`config.mk`:
```
export PLATFORM = sky130hd
export DESIGN_NAME = matrix_keypad_debounce_events_core
export DESIGN_NICKNAME = d
export VERILOG_FILES = /design/src/rtl/core/mkd_pkg.sv /design/src/rtl/core/matrix_keypad_debounce_events_core.sv /design/src/rtl/core/mkd_key_store.sv
export SDC_FILE = /design/constraint.sdc
export NUM_CORES = 1
export LEC_CHECK = 0
export BUFFER_PORTS_ARGS = -buffer_cell sky130_fd_sc_hd__buf_2
export CORE_ASPECT_RATIO = 1.1
export CORE_UTILIZATION = 60
export CTS_CLUSTER_SIZE = 28
export DETAILED_ROUTE_END_ITERATION = 10
export GPL_ROUTABILITY_DRIVEN = 0
export PLACE_DENSITY = 0.83
export SYNTH_ARGS = -nofsm -noshare
export SYNTH_HDL_FRONTEND = slang
export SYNTH_SLANG_ARGS = --single-unit
export TNS_END_PERCENT = 10
```
`constraint.sdc`:
```
create_clock -name clock -period 8.4 [get_ports clock]
set_input_delay 0.42 -clock clock [delete_from_list [all_inputs] [get_ports clock]]
set_output_delay 0.42 -clock clock [all_outputs]
set_load 0.02 [all_outputs]
```
`src/rtl/core/mkd_pkg.sv`:
```
// ----------------------------------------------------------------------------
// mkd_pkg
// Shared types and constants of the matrix keypad debounce and event core.
// ----------------------------------------------------------------------------
package mkd_pkg;

   // default geometry and time width
   localparam int DEF_COLUMNS    = 4;
   localparam int DEF_LINES      = 4;
   localparam int DEF_TIME_WIDTH = 32;
   localparam int DEF_KEYS       = DEF_COLUMNS * DEF_LINES;

   // fixed field widths
   localparam int CSR_W     = 16;
   localparam int KEY_W     = 4;
   localparam int DUR_W     = 32;
   localparam int OUTCOME_W = 2;
   localparam int HITS_W    = 4;

   // debounce register reset value
   localparam logic [CSR_W-1:0] DEF_DEBOUNCE_TICKS = 16'd50;

   // register indexes
   localparam logic CSR_EVENTS_ENABLED = 1'b0;
   localparam logic CSR_DEBOUNCE_TICKS = 1'b1;

   // input action codes
   localparam logic ACT_TICK   = 1'b0;
   localparam logic ACT_COLUMN = 1'b1;

   // status outcome codes
   localparam logic [OUTCOME_W-1:0] OUT_UNKNOWN  = 2'd0;
   localparam logic [OUTCOME_W-1:0] OUT_RELEASED = 2'd1;
   localparam logic [OUTCOME_W-1:0] OUT_FOUND    = 2'd2;

   // at most this many release events per column transaction
   localparam logic [2:0] MAX_RELEASE_EVENTS = 3'd4;

   // sequencer states
   typedef enum logic [1:0] {
      ST_IDLE,
      ST_FETCH,
      ST_EVAL,
      ST_STATUS
   } mkd_state_type;

endpackage

```
`src/rtl/core/matrix_keypad_debounce_events_core.sv`:
```
// ----------------------------------------------------------------------------
// matrix_keypad_debounce_events_core
// Debounced press and release events of a matrix keypad, driven by tick and
// column-scan transactions.
//
//   channel | dir | handshake         | payload
//   req     | in  | req_valid/stall   | action, column, known, high, line_hits
//   rsp     | out | rsp_valid/stall   | is_status, key, pressed, duration, ...
//   csr     | in  | csr_wr_en         | csr_index, csr_wdata
//
// A tick only advances the time counter. A column transaction with a found
// key steps through accept, fetch, evaluate and status; a release through
// accept, one fetch and one evaluate per line of the column, and status,
// through the single timestamp port and the shared elapsed-time subtractor.
// Reset is synchronous and leaves all keys released at time zero.
// Output stalls hold the sequencer only when it has a result to hand over.
// ----------------------------------------------------------------------------
module matrix_keypad_debounce_events_core
   import mkd_pkg::*;
#(
   parameter int COLUMNS    = DEF_COLUMNS,
   parameter int LINES      = DEF_LINES,
   parameter int TIME_WIDTH = DEF_TIME_WIDTH
) (
   input  logic                 clock,
   input  logic                 reset,
   // request channel
   input  logic                 req_valid,
   output logic                 req_stall,
   input  logic                 req_action,
   input  logic [1:0]           req_column,
   input  logic                 req_column_known,
   input  logic                 req_column_high,
   input  logic [HITS_W-1:0]    req_line_hits,
   // response channel
   output logic                 rsp_valid,
   input  logic                 rsp_stall,
   output logic                 rsp_is_status,
   output logic [KEY_W-1:0]     rsp_key,
   output logic                 rsp_key_pressed,
   output logic [DUR_W-1:0]     rsp_duration,
   output logic [OUTCOME_W-1:0] rsp_outcome,
   output logic                 rsp_last,
   // register write port
   input  logic                 csr_wr_en,
   input  logic                 csr_index,
   input  logic [CSR_W-1:0]     csr_wdata
);

   localparam int KEYS     = COLUMNS * LINES;
   localparam int KEY_AW   = (KEYS > 1) ? $clog2(KEYS) : 1;
   localparam int COL_W    = (COLUMNS > 1) ? $clog2(COLUMNS) : 1;
   localparam int LINE_W   = (LINES > 1) ? $clog2(LINES) : 1;
   localparam int KEY_XW   = (KEY_AW > KEY_W) ? KEY_AW : KEY_W;
   localparam int TIME_XW  = (TIME_WIDTH > DUR_W) ? TIME_WIDTH : DUR_W;

   // state
   mkd_state_type           state_ff, state_in;
   logic                    events_enabled_ff;
   logic [CSR_W-1:0]        debounce_ticks_ff;
   logic [TIME_WIDTH-1:0]   now_ticks_ff;
   logic [COL_W-1:0]        col_ff, col_in;
   logic [LINE_W-1:0]       line_ff, line_in;
   logic [OUTCOME_W-1:0]    mode_ff, mode_in;
   logic [2:0]              ev_cnt_ff, ev_cnt_in;

   // response register
   logic                    rsp_valid_ff, rsp_valid_in;
   logic                    rsp_is_status_ff, rsp_is_status_in;
   logic [KEY_W-1:0]        rsp_key_ff, rsp_key_in;
   logic                    rsp_pressed_ff, rsp_pressed_in;
   logic [DUR_W-1:0]        rsp_duration_ff, rsp_duration_in;
   logic [OUTCOME_W-1:0]    rsp_outcome_ff, rsp_outcome_in;
   logic                    rsp_last_ff, rsp_last_in;

   // datapath
   logic                    req_fire;
   logic                    col_unknown;
   logic                    found_any;
   logic [LINE_W-1:0]       found_line;
   logic [KEY_AW-1:0]       key_addr;
   logic [KEY_XW-1:0]       key_ext;
   logic                    st_rd_en;
   logic                    st_wr_en;
   logic                    st_rd_down;
   logic [TIME_WIDTH-1:0]   st_rd_time;
   logic [TIME_WIDTH-1:0]   elapsed;
   logic [TIME_XW-1:0]      elapsed_ext;
   logic [TIME_XW-1:0]      now_ext;
   logic                    is_press;
   logic                    press_ok;
   logic                    change;
   logic                    emit;
   logic                    out_free;
   logic                    eval_go;
   logic                    last_line;

   assign req_stall = (state_ff != ST_IDLE);
   assign req_fire  = req_valid && !req_stall;
   assign out_free  = !rsp_valid_ff || !rsp_stall;

   // column decode and lowest low line
   assign col_unknown = !req_column_known || (int'(req_column) >= COLUMNS);

   always_comb begin
      found_any  = 1'b0;
      found_line = '0;
      for (int i = 0; i < HITS_W; i++) begin
         if (i < LINES && req_column_high && req_line_hits[i] && !found_any) begin
            found_any  = 1'b1;
            found_line = LINE_W'(i);
         end
      end
   end

   // key index of the current column and line
   assign key_addr = KEY_AW'(col_ff) + KEY_AW'(line_ff) * KEY_AW'(COLUMNS);
   assign key_ext  = KEY_XW'(key_addr);

   // shared elapsed-time unit: now minus the key's last change
   assign elapsed     = now_ticks_ff - st_rd_time;
   assign elapsed_ext = TIME_XW'(elapsed);
   assign now_ext     = TIME_XW'(now_ticks_ff);

   assign is_press  = (mode_ff == OUT_FOUND);
   assign press_ok  = !st_rd_down && (elapsed >= TIME_WIDTH'(debounce_ticks_ff));
   assign change    = is_press ? press_ok : st_rd_down;
   assign emit      = change && events_enabled_ff &&
                      (is_press || (ev_cnt_ff < MAX_RELEASE_EVENTS));
   assign eval_go   = !emit || out_free;
   assign last_line = (line_ff == LINE_W'(LINES - 1));

   // timestamp and flag store
   mkd_key_store #(
      .KEYS       (KEYS),
      .TIME_WIDTH (TIME_WIDTH)
   ) u_store (
      .clock   (clock),
      .reset   (reset),
      .addr    (key_addr),
      .rd_en   (st_rd_en),
      .wr_en   (st_wr_en),
      .wr_down (is_press),
      .wr_time (now_ticks_ff),
      .rd_down (st_rd_down),
      .rd_time (st_rd_time)
   );

   // next state
   always_comb begin
      state_in = state_ff;
      unique case (state_ff)
         ST_IDLE: begin
            if (req_fire && req_action == ACT_COLUMN) begin
               state_in = col_unknown ? ST_STATUS : ST_FETCH;
            end
         end
         ST_FETCH: begin
            state_in = ST_EVAL;
         end
         ST_EVAL: begin
            if (eval_go) begin
               state_in = (is_press || last_line) ? ST_STATUS : ST_FETCH;
            end
         end
         ST_STATUS: begin
            if (out_free) begin
               state_in = ST_IDLE;
            end
         end
         default: begin
            state_in = ST_IDLE;
         end
      endcase
   end

   // sequencer outputs and datapath updates
   always_comb begin
      st_rd_en         = 1'b0;
      st_wr_en         = 1'b0;
      col_in           = col_ff;
      line_in          = line_ff;
      mode_in          = mode_ff;
      ev_cnt_in        = ev_cnt_ff;
      rsp_valid_in     = rsp_valid_ff && rsp_stall;
      rsp_is_status_in = rsp_is_status_ff;
      rsp_key_in       = rsp_key_ff;
      rsp_pressed_in   = rsp_pressed_ff;
      rsp_duration_in  = rsp_duration_ff;
      rsp_outcome_in   = rsp_outcome_ff;
      rsp_last_in      = rsp_last_ff;
      unique case (state_ff)
         ST_IDLE: begin
            if (req_fire) begin
               col_in    = COL_W'(req_column);
               line_in   = found_any ? found_line : '0;
               ev_cnt_in = '0;
               if (col_unknown) begin
                  mode_in = OUT_UNKNOWN;
               end else if (found_any) begin
                  mode_in = OUT_FOUND;
               end else begin
                  mode_in = OUT_RELEASED;
               end
            end
         end
         ST_FETCH: begin
            st_rd_en = 1'b1;
         end
         ST_EVAL: begin
            if (eval_go) begin
               st_wr_en = change;
               if (!is_press && !last_line) begin
                  line_in = line_ff + 1'b1;
               end
               if (emit) begin
                  rsp_valid_in     = 1'b1;
                  rsp_is_status_in = 1'b0;
                  rsp_key_in       = key_ext[KEY_W-1:0];
                  rsp_pressed_in   = is_press;
                  rsp_duration_in  = is_press ? now_ext[DUR_W-1:0]
                                              : elapsed_ext[DUR_W-1:0];
                  rsp_outcome_in   = OUT_UNKNOWN;
                  rsp_last_in      = 1'b0;
                  if (!is_press) begin
                     ev_cnt_in = ev_cnt_ff + 1'b1;
                  end
               end
            end
         end
         ST_STATUS: begin
            if (out_free) begin
               rsp_valid_in     = 1'b1;
               rsp_is_status_in = 1'b1;
               rsp_key_in       = is_press ? key_ext[KEY_W-1:0] : '0;
               rsp_pressed_in   = 1'b0;
               rsp_duration_in  = '0;
               rsp_outcome_in   = mode_ff;
               rsp_last_in      = 1'b1;
            end
         end
         default: begin
            st_rd_en = 1'b0;
         end
      endcase
   end

   // control registers
   always_ff @(posedge clock) begin
      if (reset) begin
         state_ff          <= ST_IDLE;
         rsp_valid_ff      <= 1'b0;
         now_ticks_ff      <= '0;
         events_enabled_ff <= 1'b0;
         debounce_ticks_ff <= DEF_DEBOUNCE_TICKS;
      end else begin
         state_ff     <= state_in;
         rsp_valid_ff <= rsp_valid_in;
         if (req_fire && req_action == ACT_TICK) begin
            now_ticks_ff <= now_ticks_ff + 1'b1;
         end
         if (csr_wr_en) begin
            unique case (csr_index)
               CSR_EVENTS_ENABLED: events_enabled_ff <= csr_wdata[0];
               CSR_DEBOUNCE_TICKS: debounce_ticks_ff <= csr_wdata;
               default:            events_enabled_ff <= events_enabled_ff;
            endcase
         end
      end
   end

   // payload registers
   always_ff @(posedge clock) begin
      col_ff           <= col_in;
      line_ff          <= line_in;
      mode_ff          <= mode_in;
      ev_cnt_ff        <= ev_cnt_in;
      rsp_is_status_ff <= rsp_is_status_in;
      rsp_key_ff       <= rsp_key_in;
      rsp_pressed_ff   <= rsp_pressed_in;
      rsp_duration_ff  <= rsp_duration_in;
      rsp_outcome_ff   <= rsp_outcome_in;
      rsp_last_ff      <= rsp_last_in;
   end

   assign rsp_valid       = rsp_valid_ff;
   assign rsp_is_status   = rsp_is_status_ff;
   assign rsp_key         = rsp_key_ff;
   assign rsp_key_pressed = rsp_pressed_ff;
   assign rsp_duration    = rsp_duration_ff;
   assign rsp_outcome     = rsp_outcome_ff;
   assign rsp_last        = rsp_last_ff;

   // a store read is always followed by its evaluation
   a_fetch_then_eval: assert property (@(posedge clock) disable iff (reset)
      state_ff == ST_FETCH |=> state_ff == ST_EVAL)
      else $error("fetch not followed by evaluation");

   // store writes only while evaluating a fetched key
   a_write_in_eval: assert property (@(posedge clock) disable iff (reset)
      st_wr_en |-> state_ff == ST_EVAL)
      else $error("store write outside evaluation");

   // only a status result closes a transaction
   a_last_is_status: assert property (@(posedge clock) disable iff (reset)
      rsp_valid_ff |-> rsp_is_status_ff == rsp_last_ff)
      else $error("last flag does not match status");

   // release events per transaction stay bounded
   a_event_bound: assert property (@(posedge clock) disable iff (reset)
      state_ff != ST_IDLE |-> ev_cnt_ff <= MAX_RELEASE_EVENTS)
      else $error("too many release events");

endmodule

```
`src/rtl/core/mkd_key_store.sv`:
```
// ----------------------------------------------------------------------------
// mkd_key_store
// Per-key pressed flags and last-change timestamps. Timestamps live in a
// memory with a registered read; valid bits make never-written entries read
// as zero after reset.
// ----------------------------------------------------------------------------
module mkd_key_store
   import mkd_pkg::*;
#(
   parameter int KEYS       = DEF_KEYS,
   parameter int TIME_WIDTH = DEF_TIME_WIDTH,
   localparam int ADDR_W    = (KEYS > 1) ? $clog2(KEYS) : 1
) (
   input  logic                  clock,
   input  logic                  reset,
   input  logic [ADDR_W-1:0]     addr,
   input  logic                  rd_en,
   input  logic                  wr_en,
   input  logic                  wr_down,
   input  logic [TIME_WIDTH-1:0] wr_time,
   output logic                  rd_down,
   output logic [TIME_WIDTH-1:0] rd_time
);

   logic [TIME_WIDTH-1:0] time_mem_ff [KEYS];
   logic [TIME_WIDTH-1:0] time_q_ff;
   logic [KEYS-1:0]       valid_ff;
   logic [KEYS-1:0]       down_ff;
   logic                  rd_valid_ff;
   logic                  rd_down_ff;

   // timestamp memory, one port, registered read
   always_ff @(posedge clock) begin
      if (wr_en) begin
         time_mem_ff[addr] <= wr_time;
      end
      if (rd_en) begin
         time_q_ff <= time_mem_ff[addr];
      end
   end

   // valid bits and pressed flags
   always_ff @(posedge clock) begin
      if (reset) begin
         valid_ff    <= '0;
         down_ff     <= '0;
         rd_valid_ff <= 1'b0;
         rd_down_ff  <= 1'b0;
      end else begin
         if (wr_en) begin
            valid_ff[addr] <= 1'b1;
            down_ff[addr]  <= wr_down;
         end
         if (rd_en) begin
            rd_valid_ff <= valid_ff[addr];
            rd_down_ff  <= down_ff[addr];
         end
      end
   end

   assign rd_down = rd_down_ff;
   assign rd_time = rd_valid_ff ? time_q_ff : '0;

endmodule
```
* Word level (Yosys, flattened, before mapping)
Memory sizes are Yosys's and may differ from the RTL's. A register that Yosys moved wholly into a read port is not among the register bits.
Index checks and enable logic that the tools add are counted.
** Word-level totals
- Memories kept :: 1
- Register bits after elaboration :: 135
- Input port bits :: 31
- Output and inout port bits :: 43
- Logic and storage cells :: 148
- Bits in writable memories :: 512
** Memories
- u_store.time_mem_ff :: depth 16, width 32, read ports 1, clocked after Yosys merged registers in 1, wr ports 1, RTL line mkd_key_store.sv:25 : logic [TIME_WIDTH-1:0] time_mem_ff [KEYS];
** Cells by class
- Add/subtract/negate cells :: 5
- Bitwise gates (word level) :: 3
- Mux-type cells :: 64
- Order comparisons :: 4
- Equality and inequality tests :: 12
- Reduce and logical (&&, ||, !) cells :: 41
** Operators by type and width (number)
- two-way mux 32 bit :: 5
- case mux 32 bit (2 select lines) :: 1
- adder 32 x 1 -> 32 bit, second input constant :: 1
- >= comparator 32 x 16 -> 1 bit :: 1
- subtractor 32 bit :: 1
- two-way mux 2 bit :: 15
- two-way mux 1 bit :: 23
- bitwise mux 16 bit :: 1
- logical AND 1 bit :: 16
- two-way mux 4 bit :: 4
- OR 16 bit :: 1
- inequality test 2 bit, second input constant :: 7
- two-way mux 3 bit :: 4
- logical NOT 1 bit :: 10
- binary-select mux 1 bit (select 4 bit) :: 2
- == test 2 bit, second input constant :: 4
- case mux 2 bit (2 select lines) :: 2
- case mux 2 bit (4 select lines) :: 1
- case mux 4 bit (2 select lines) :: 1
- AND reduction 4 bit :: 2
- case mux 1 bit (2 select lines) :: 3
- case mux 3 bit (2 select lines) :: 1
- AND reduction 2 bit :: 3
- nonzero test 2 bit :: 3
- other kinds (13) :: 17

* Longest topological paths before layout
Gate-level depths: netlist (run 1).
- Depth after elaboration :: 14
- Gate-level depth with buffers :: 23
- Gate-level depth less buffers :: 22

* Modules after synthesis
Synthesis (run 1) repeated with hierarchy kept, for this count alone.
** Unflattened totals
- Cell total of the unflattened synthesis :: 1764
- Area, all modules :: 28777.6 um^2
** By module, submodules not included
- mkd_key_store :: seq. area each 17016.3 um^2, times used 1, cells an instance 951, area each 21903.5 um^2
- matrix_keypad_debounce_events_core :: seq. area each 2512.4 um^2, times used 1, cells an instance 813, area each 6874.1 um^2

* Least setup slack after synthesis (run 1)
Ideal clock, no wire load.
- Kind :: register -> register
- From :: register u_store.rd_valid_ff
- To :: register rsp_duration_ff[0] (netlist: rsp_duration[0]) (enable)
- Arrival time :: 5.762 ns
- Period minus slack after synthesis :: 6.212 ns
- Buffers on the path :: 1
- Required time :: 7.949 ns
- Slack :: 2.188 ns
- Stages on the path, launching flop included :: 22
- Setup time :: 0.451 ns
- Cell sequence :: dfxtp_1 clkbuf_1 nand2_1 fa_1 a21o_1 a221o_1 nand2_1 nand2_1 a21o_1 a21oi_1 xnor2_1 ha_1 a21o_1 a211oi_1 o211ai_1 a21oi_1 o41ai_1 a211oi_1 and4_1 nand4_4 a41oi_1 a21oi_1
** Between the ends
- Cells in the longest elaborated chain, start to end :: 11
- Elaborated cells on any way between the ends :: 12
- Those cells by class :: add/sub (1); order compare (1); eq/ne (2); mux (2); reduce/logical (6)
** RTL lines
- start: declaration :: RTL line mkd_key_store.sv:29 : logic rd_valid_ff;
- start signal: assignment :: RTL line mkd_key_store.sv:55 : rd_valid_ff <= valid_ff[addr];
- two-way mux 32 bit * :: RTL line mkd_key_store.sv:62 : assign rd_time = rd_valid_ff ? time_q_ff : '0;
- subtractor 32 bit * :: RTL line matrix_keypad_debounce_events_core.sv:121 : assign elapsed = now_ticks_ff - st_rd_time;
- >= comparator 32 x 16 -> 1 bit * :: RTL line matrix_keypad_debounce_events_core.sv:126 : assign press_ok = !st_rd_down && (elapsed >= TIME_WIDTH'(debounce_ticks_ff));
- logical AND 1 bit * :: RTL line matrix_keypad_debounce_events_core.sv:126
- two-way mux 1 bit * :: RTL line matrix_keypad_debounce_events_core.sv:127 : assign change = is_press ? press_ok : st_rd_down;
- logical AND 1 bit * (2 in series) :: RTL line matrix_keypad_debounce_events_core.sv:128 : assign emit = change && events_enabled_ff &&
- logical NOT 1 bit :: RTL line matrix_keypad_debounce_events_core.sv:130 : assign eval_go = !emit || out_free;
- logical OR 1 bit :: RTL line matrix_keypad_debounce_events_core.sv:130
- inequality test 2 bit (no source line)
- AND reduction 4 bit (no source line) *
- end signal: assignment :: RTL line matrix_keypad_debounce_events_core.sv:281 : rsp_duration_ff <= rsp_duration_in;
- end: declaration :: RTL line matrix_keypad_debounce_events_core.sv:72 : logic [DUR_W-1:0] rsp_duration_ff, rsp_duration_in;
Mark *: on every way between the ends. The rest lies on a longest branch, timed or not.
A chain may end at the register's enable or synchronous reset.

* Final worst setup path (run 1)
- From :: register u_store.rd_valid_ff
- To :: register rsp_duration_ff[15] (netlist: rsp_duration[15]) (enable)
The elaborated chain is that of the path after synthesis.

==> flow_metrics.py, run 1 <==
metrics = {
    "outcome": {
        "status": "completed",
    },
    "clocking": {
        "numCtsBuffers": 61,
        "htreeDepth": 2,
        "cts_tree": "yes",
        "clk_pin_slew_ns": 0.07,
        "cts_setup_buffers": 0,
        "clock-root-buffer": "clkbuf_16",
        "clk_latency_ns": 0.66,
        "postCtsResizedCells": 0,
        "cts_sinks": 679,
        "cts_buffer_depth": 3,
    },
    "drt": {
        "drtIter0Drc": 2370,
        "wl_met2_um": 35000,
        "drc": 0,
        "finalWirelength_um": 72000,
        "firstDrtPassIters": 5,
        "wl_met1_um": 26800,
        "viasPerCell": 6.66,
        "antenna_left": 0,
        "routed-via-count": 16800,
        "wl_per_cell_um": 28.5,
        "met3_length_um": 7730,
        "top_layer": "met4",
    },
    "die": {
        "io-pin-count": 74,
        "dieWidth_um": 210,
        "die_area_mm2": 0.0486,
        "floorplan.initialDensity_pct": 61.1,
        "coreArea_mm2": 0.0468,
        "die_h_um": 231,
        "num_rows": 83,
    },
    "finish": {
        "finalInstanceArea_mm2": 0.0317,
        "final_common_cell": "edfxtp_1",
        "instances_no_fill": 2530,
        "fin_nets": 1924,
        "layout_common_cells": "edfxtp_1, nand2_1, mux4_2, nor2_1, a21oi_1",
        "areaGrowthSynthToFinish_pct": 10.8,
        "drive_above_1_share_pct": 21.5,
        "fillers": 2867,
        "multi_input_area_mm2": 0.00858,
        "layout.area.seq_mm2": 0.0195,
    },
    "sta": {
        "rsz0062_at_grt": "no",
        "finalCritPeriodShare_pct": 79.6,
        "slew_headroom_pct": 19.0,
        "fmax_mhz": 150,
        "setup_violations": 0,
        "period_needed_ns": 6.68,
        "drv_slew": 0,
        "finalHoldViolCount": 0,
        "fin_setup_tns_ns": 0,
        "worst_pin_slew_ns": 1.22,
        "finalClockSkew_ns": 0.0337,
        "final.setup.worst_slack_ns": 1.72,
    },
    "yosys": {
        "synthesis.instances": 1752,
        "synth-main-ff-cell": "edfxtp_1",
        "ys.warnings.count": 0,
        "synth-seq-area-share_pct": 68.3,
        "synthArstFlopShare_pct": 0,
        "synth.distinct_cells": 74,
        "synth-edff-count": 593,
        "synthesis.nets": 1837,
        "ys_seq_elements": 679,
        "syn-cell-area_mm2": 0.0286,
        "avgSynthCellArea_um2": 16.3,
    },
    "global_route": {
        "grt-ovfl-total": 0,
        "grt_use_total_pct": 30.4,
        "grt_max_degree": 142,
        "antenna_found_initial": 0,
        "grt_pass1_vias": 16800,
        "grt_pass1_wl_um": 107000,
    },
    "job": {
        "max_cap_violations": 0,
    },
    "pwr": {
        "power_density_mw_per_mm2": 215,
        "leakagePower_uw": 0.0100,
        "ir_worst_vdd_v": 0.000175,
    },
    "hold_path": {
        "hp-class": "primary input to flop",
    },
    "placement": {
        "detailed_place_hpwl_um": 42700,
        "place_ws_ns": 1.80,
        "dpl_cell_area_mm2": 0.0297,
        "io_buffers": 73,
        "placed_cells": 2410,
    },
    "setup_path": {
        "worstPathMaxFanout": 35,
        "critPathArrivalTime_ns": 7.04,
        "crit_top_cell": "a21o_1",
        "required_ns": 8.75,
        "cp_top_family": "compound AO/OA/AOI/OAI gates",
        "cp_cell_sequence": "and2_1, ha_1, inv_1, fa_1, a21o_1, a221o_1, nand2_1, nand2_1, a21o_1, a21oi_1, xnor2_1, ha_1, a21o_1, a211oi_1, o211ai_1, a21oi_1, o41ai_1, a211oi_1, and4_1, nand4_4, a41oi_1, a21oi_4, buf_4",
        "crit_path_start_kind": "flop",
        "path_class": "flop to flop",
        "cpMaxStageDelayCell": "dfxtp_1",
        "slowest_delay_ns": 1.04,
        "crit_buf_inv": 2,
        "endpoint_kind": "flop",
    },
}
==> registers in the layout (all words and copies together), names as in the netlist, 3 cells and up <==
signal / cells
now_ext: 32
u_store.time_mem_ff: 512
u_store.valid_ff: 16
ev_cnt_ff: 3
u_store.down_ff: 16
rsp_key: 4
rsp_duration: 32
u_store.time_q_ff: 32
debounce_ticks_ff: 16
==> path summary, 6_finish.rpt <==
check	startpoint	end	slack, ns	cells past startpoint
worst min register to register	debounce_ticks_ff[7]$_SDFFE_PP0P_	debounce_ticks_ff[7]$_SDFFE_PP0P_	0.47	2
worst max register to register	u_store.rd_valid_ff$_SDFFE_PP0P_	rsp_duration[15]$_SDFFCE_PP0P_	1.72	23
worst max-delay path	u_store.rd_valid_ff$_SDFFE_PP0P_	rsp_duration[15]$_SDFFCE_PP0P_	1.72	23
worst min-delay path	csr_wdata[2]	debounce_ticks_ff[2]$_SDFFE_PP0P_	0.02	3
==> worst reg2reg max path, cell delays in order (launching register included) <==
cell and delay (ns):
dfxtp_1 1.04, and2_1 0.26, ha_1 0.15, inv_1 0.05, fa_1 0.40, a21o_1 0.19
a221o_1 0.41, nand2_1 0.10, nand2_1 0.08, a21o_1 0.19, a21oi_1 0.18, xnor2_1 0.17
ha_1 0.28, a21o_1 0.18, a211oi_1 0.29, o211ai_1 0.13, a21oi_1 0.17, o41ai_1 0.15
a211oi_1 0.21, and4_1 0.29, nand4_4 0.46, a41oi_1 0.57, a21oi_4 0.14, buf_4 0.29
==> layout make-up <==
class                   count  area share [%]
flip-flops and latches    679            61.6
multi-input cells         942            27.1
clock buffers              77            5.13
well taps                 637            2.51
repair buffers            111            2.16
clock inverters            39           0.963
inverters                  44           0.521
diodes                      1         0.00790
==> cells by family after synthesis <==
logic type               after synthesis  synth area share [%]
AO/OA/AOI/OAI                        215                  4.76
XOR/XNOR                              49                  1.55
adder cells (fa/ha/maj)               54                  2.39
buffers and inverters                131                  1.83
flip-flops                           679                  68.3
multiplexers                         191                  14.1
AND/OR/NAND/NOR                      433                  7.11
==> Yosys cell counts, drive strengths merged (17+ instances only) <==
cell type	n	area, µm²
o21ai	29	149
dfxtp	86	1720
mux4	170	3830
xor2	32	280
nand2	176	663
nor2	114	430
nand2b	27	169
nand3	23	115
nor3	17	85.1
edfxtp	593	17800
mux2i	21	210
clkbuf	60	225
ha	53	663
buf	27	133
a21oi	105	529
inv	44	165
==> per-stage QoR <==
step | power [µW] | util (%) | hold WS, ns
after floorplan | 4070 | - | 0.431
after global routing | 6970 | 67.7 | 0.0202
after CTS | 6830 | 67.7 | 0.00129
after detailed placement | 4180 | 63.5 | 0.455
final | 6820 | 67.7 | 0.0240
after global placement | 4170 | 63.5 | 0.446
==> per-layer routing <==
layer	GRT usage, %	vias to the layer above
met3	4.54	178
li1	-	6988
met2	48.9	1164
met4	11.1	0
met5	0	-
met1	42.8	8518
==> timing repair <==
action / CTS / global route
hold buffers: 3 / 0
hold endpoints to repair: 3 / 0
endpoints found under the setup margin: 0 / 0
==> power by group <==
part	internal [µW]	total [µW]	switching [µW]
logic	165	417	251
registers	3670	3700	25.8
clock network	1440	2710	1270
(Power assumes the default switching activity.)
==> run 2, diff against run 1 <==
Settings changed: CORE_UTILIZATION 60 to 56, PLACE_DENSITY 0.83 to 0.82.
Clock period 8.4 ns to 5.78 ns, I/O delays scaled along.
==> run 2 against run 1 <==
Core utilization fell by 3.5 points. Via count rose by 0.42%. Register-to-register slack got worse by 1.4 ns. Maximum frequency rose by 23%. Non-clock buffer count rose by 43. Setup slack got worse by 1.4 ns. Power rose by 49%. Sequential power rose by 45%. Combinational power rose by 56%. Critical path type unchanged. Largest power group unchanged.
==> flow_metrics.py, run 2 (synthesized netlist as in run 1, its figures left out) <==
metrics = {
    "outcome": {
        "status": "completed",
    },
    "sta": {
        "fin_setup_tns_ns": 0,
        "drv_slew": 0,
        "worst_pin_slew_ns": 1.23,
        "slew_headroom_pct": 17.6,
        "finalClockSkew_ns": 0.0308,
        "setup_violations": 0,
        "whs_ns": 0.0377,
        "rsz0062_at_grt": "no",
        "period_needed_ns": 5.42,
        "finalCritPeriodShare_pct": 93.7,
        "finalHoldViolCount": 0,
        "fmax_mhz": 185,
        "final.setup.worst_slack_ns": 0.362,
    },
    "drt": {
        "finalWirelength_um": 74500,
        "firstDrtPassIters": 6,
        "antenna_left": 0,
        "drc": 0,
        "drtIter0Drc": 2109,
        "wl_per_cell_um": 28.7,
        "viasPerCell": 6.51,
        "routed-via-count": 16900,
    },
    "finish": {
        "fillers": 3258,
        "n_antenna_cell": 0,
        "areaGrowthSynthToFinish_pct": 12.7,
        "drive_above_1_share_pct": 21.8,
        "finalInstanceArea_mm2": 0.0322,
        "largest_register": "u_store.time_mem_ff",
        "fin_nets": 1972,
        "final_common_cell": "edfxtp_1",
        "largest_register_ffs": 512,
        "layout_common_cells": "edfxtp_1, nand2_1, mux4_2, nor2_1, a21oi_1",
    },
    "setup_path": {
        "required_ns": 6.03,
        "endpoint_kind": "flop",
        "r2r_cells": 23,
        "worstPathMaxFanout": 34,
        "path_class": "flop to flop",
        "rrSetupSlack_ns": 0.36,
        "r2r-start": "u_store.rd_valid_ff$_SDFFE_PP0P_",
        "critPathArrivalTime_ns": 5.66,
        "crit_path_start_kind": "flop",
        "r2r-end": "ev_cnt_ff[0]$_SDFFCE_PN0P_",
    },
    "global_route": {
        "grt_max_degree": 142,
        "grt-ovfl-total": 0,
        "grt_pass1_vias": 17100,
        "grt_pass1_wl_um": 109000,
        "grt_use_total_pct": 29.4,
        "antenna_found_initial": 1,
    },
    "die": {
        "io-pin-count": 74,
        "floorplan.initialDensity_pct": 56.9,
        "die_area_mm2": 0.0520,
        "die_h_um": 239,
        "dieWidth_um": 218,
        "coreArea_mm2": 0.0503,
        "num_rows": 86,
    },
    "clocking": {
        "clk_pin_slew_ns": 0.06,
        "cts_buffer_depth": 3,
        "clock-root-buffer": "clkbuf_16",
        "cts_sinks": 679,
        "numCtsBuffers": 66,
        "cts_tree": "yes",
        "htreeDepth": 3,
        "cts_setup_buffers": 0,
        "clk_latency_ns": 0.62,
    },
    "job": {
        "max_cap_violations": 0,
    },
    "placement": {
        "io_buffers": 73,
        "dpl_cell_area_mm2": 0.0300,
        "place_ws_ns": 0.283,
        "detailed_place_hpwl_um": 45700,
    },
    "pwr": {
        "power_density_mw_per_mm2": 316,
        "total_power_uw": 10200,
        "ir_worst_vdd_v": 0.000355,
        "leakagePower_uw": 0.0102,
    },
    "hold_path": {
        "hold_path_startpoint": "req_column_high",
        "hp-class": "primary input to flop",
        "min_to": "mode_ff[0]$_SDFFCE_PN0P_",
        "hold_depth": 2,
    },
}
run 2: area by class of cell:
| type | count | area (µm²) | share of cell area [%] |
|---|---|---|---|
| inverter | 44 | 165 | 0.512 |
| clock buffer | 91 | 1870 | 5.80 |
| clock inverter | 28 | 210 | 0.652 |
| timing repair buffer | 154 | 1050 | 3.24 |
| tap | 660 | 826 | 2.56 |
| sequential | 679 | 19500 | 60.6 |
| multi-input combinational | 942 | 8590 | 26.7 |
run 2: power breakdown:
part | internal, µW | switching (µW)
logic | 256 | 396
clock network | 2330 | 1830
registers | 5330 | 33.9
total | 7920 | 2260
run 2: worst max-delay path by stage:
| stage | from | end | slack (ns) | cells after the start |
|---|---|---|---|---|
| after floorplan | u_store.rd_valid_ff$_SDFFE_PP0P_ | rsp_duration[0]$_SDFFCE_PP0P_ | 0.45 | 21 |
| after global routing | u_store.rd_valid_ff$_SDFFE_PP0P_ | ev_cnt_ff[1]$_SDFFCE_PN0P_ | 0.04 | 20 |
| final | u_store.rd_valid_ff$_SDFFE_PP0P_ | ev_cnt_ff[0]$_SDFFCE_PN0P_ | 0.36 | 23 |
| after detailed placement | u_store.rd_valid_ff$_SDFFE_PP0P_ | u_store.time_mem_ff[14][13]$_DFFE_PP_ | 0.28 | 22 |
| after CTS | u_store.rd_valid_ff$_SDFFE_PP0P_ | u_store.time_mem_ff[14][30]$_DFFE_PP_ | 0.25 | 22 |
| after global placement | u_store.rd_valid_ff$_SDFFE_PP0P_ | u_store.time_mem_ff[14][13]$_DFFE_PP_ | 0.38 | 22 |
run 2: repair_timing:
action,in CTS,in global routing
endpoints found under the setup margin,0,72
hold buffers,19,0
gates resized for setup,0,2
hold endpoints to repair,20,0
run 2: layer usage:
| layer | GRT usage (%) | share of wire, % | vias up |
|---|---|---|---|
| met3 | 4.90 | 8.4 | 225 |
| li1 | - | - | 7085 |
| met5 | 0 | 0 | - |
| met2 | 48.4 | 49 | 1103 |
| met4 | 18.0 | 6.9 | 0 |
| met1 | 36.8 | 36 | 8506 |
run 2: through the flow:
step	cells	utilization [%]
after floorplan	1752	-
after global placement	2460	59.6
after detailed placement	2460	59.6
after CTS	2598	64.1
after global routing	2598	64.2
final	2598	64.2
run 2: critical path: stages, from the launching register on:
cell and delay, ns:
dfxtp_1 0.32, and2_1 0.13, ha_1 0.18, inv_1 0.06
fa_1 0.40, a21o_1 0.20, a221o_1 0.32, nand2_1 0.07
nand2_1 0.08, a21o_1 0.19, a21oi_1 0.17, xnor2_1 0.17
ha_1 0.28, a21o_1 0.19, a211oi_1 0.32, o211ai_1 0.14
a21oi_1 0.17, o41ai_2 0.12, a211oi_1 0.22, and4_1 0.27
nand4_4 0.11, buf_4 0.29, nor4b_2 0.23, nor3_1 0.44
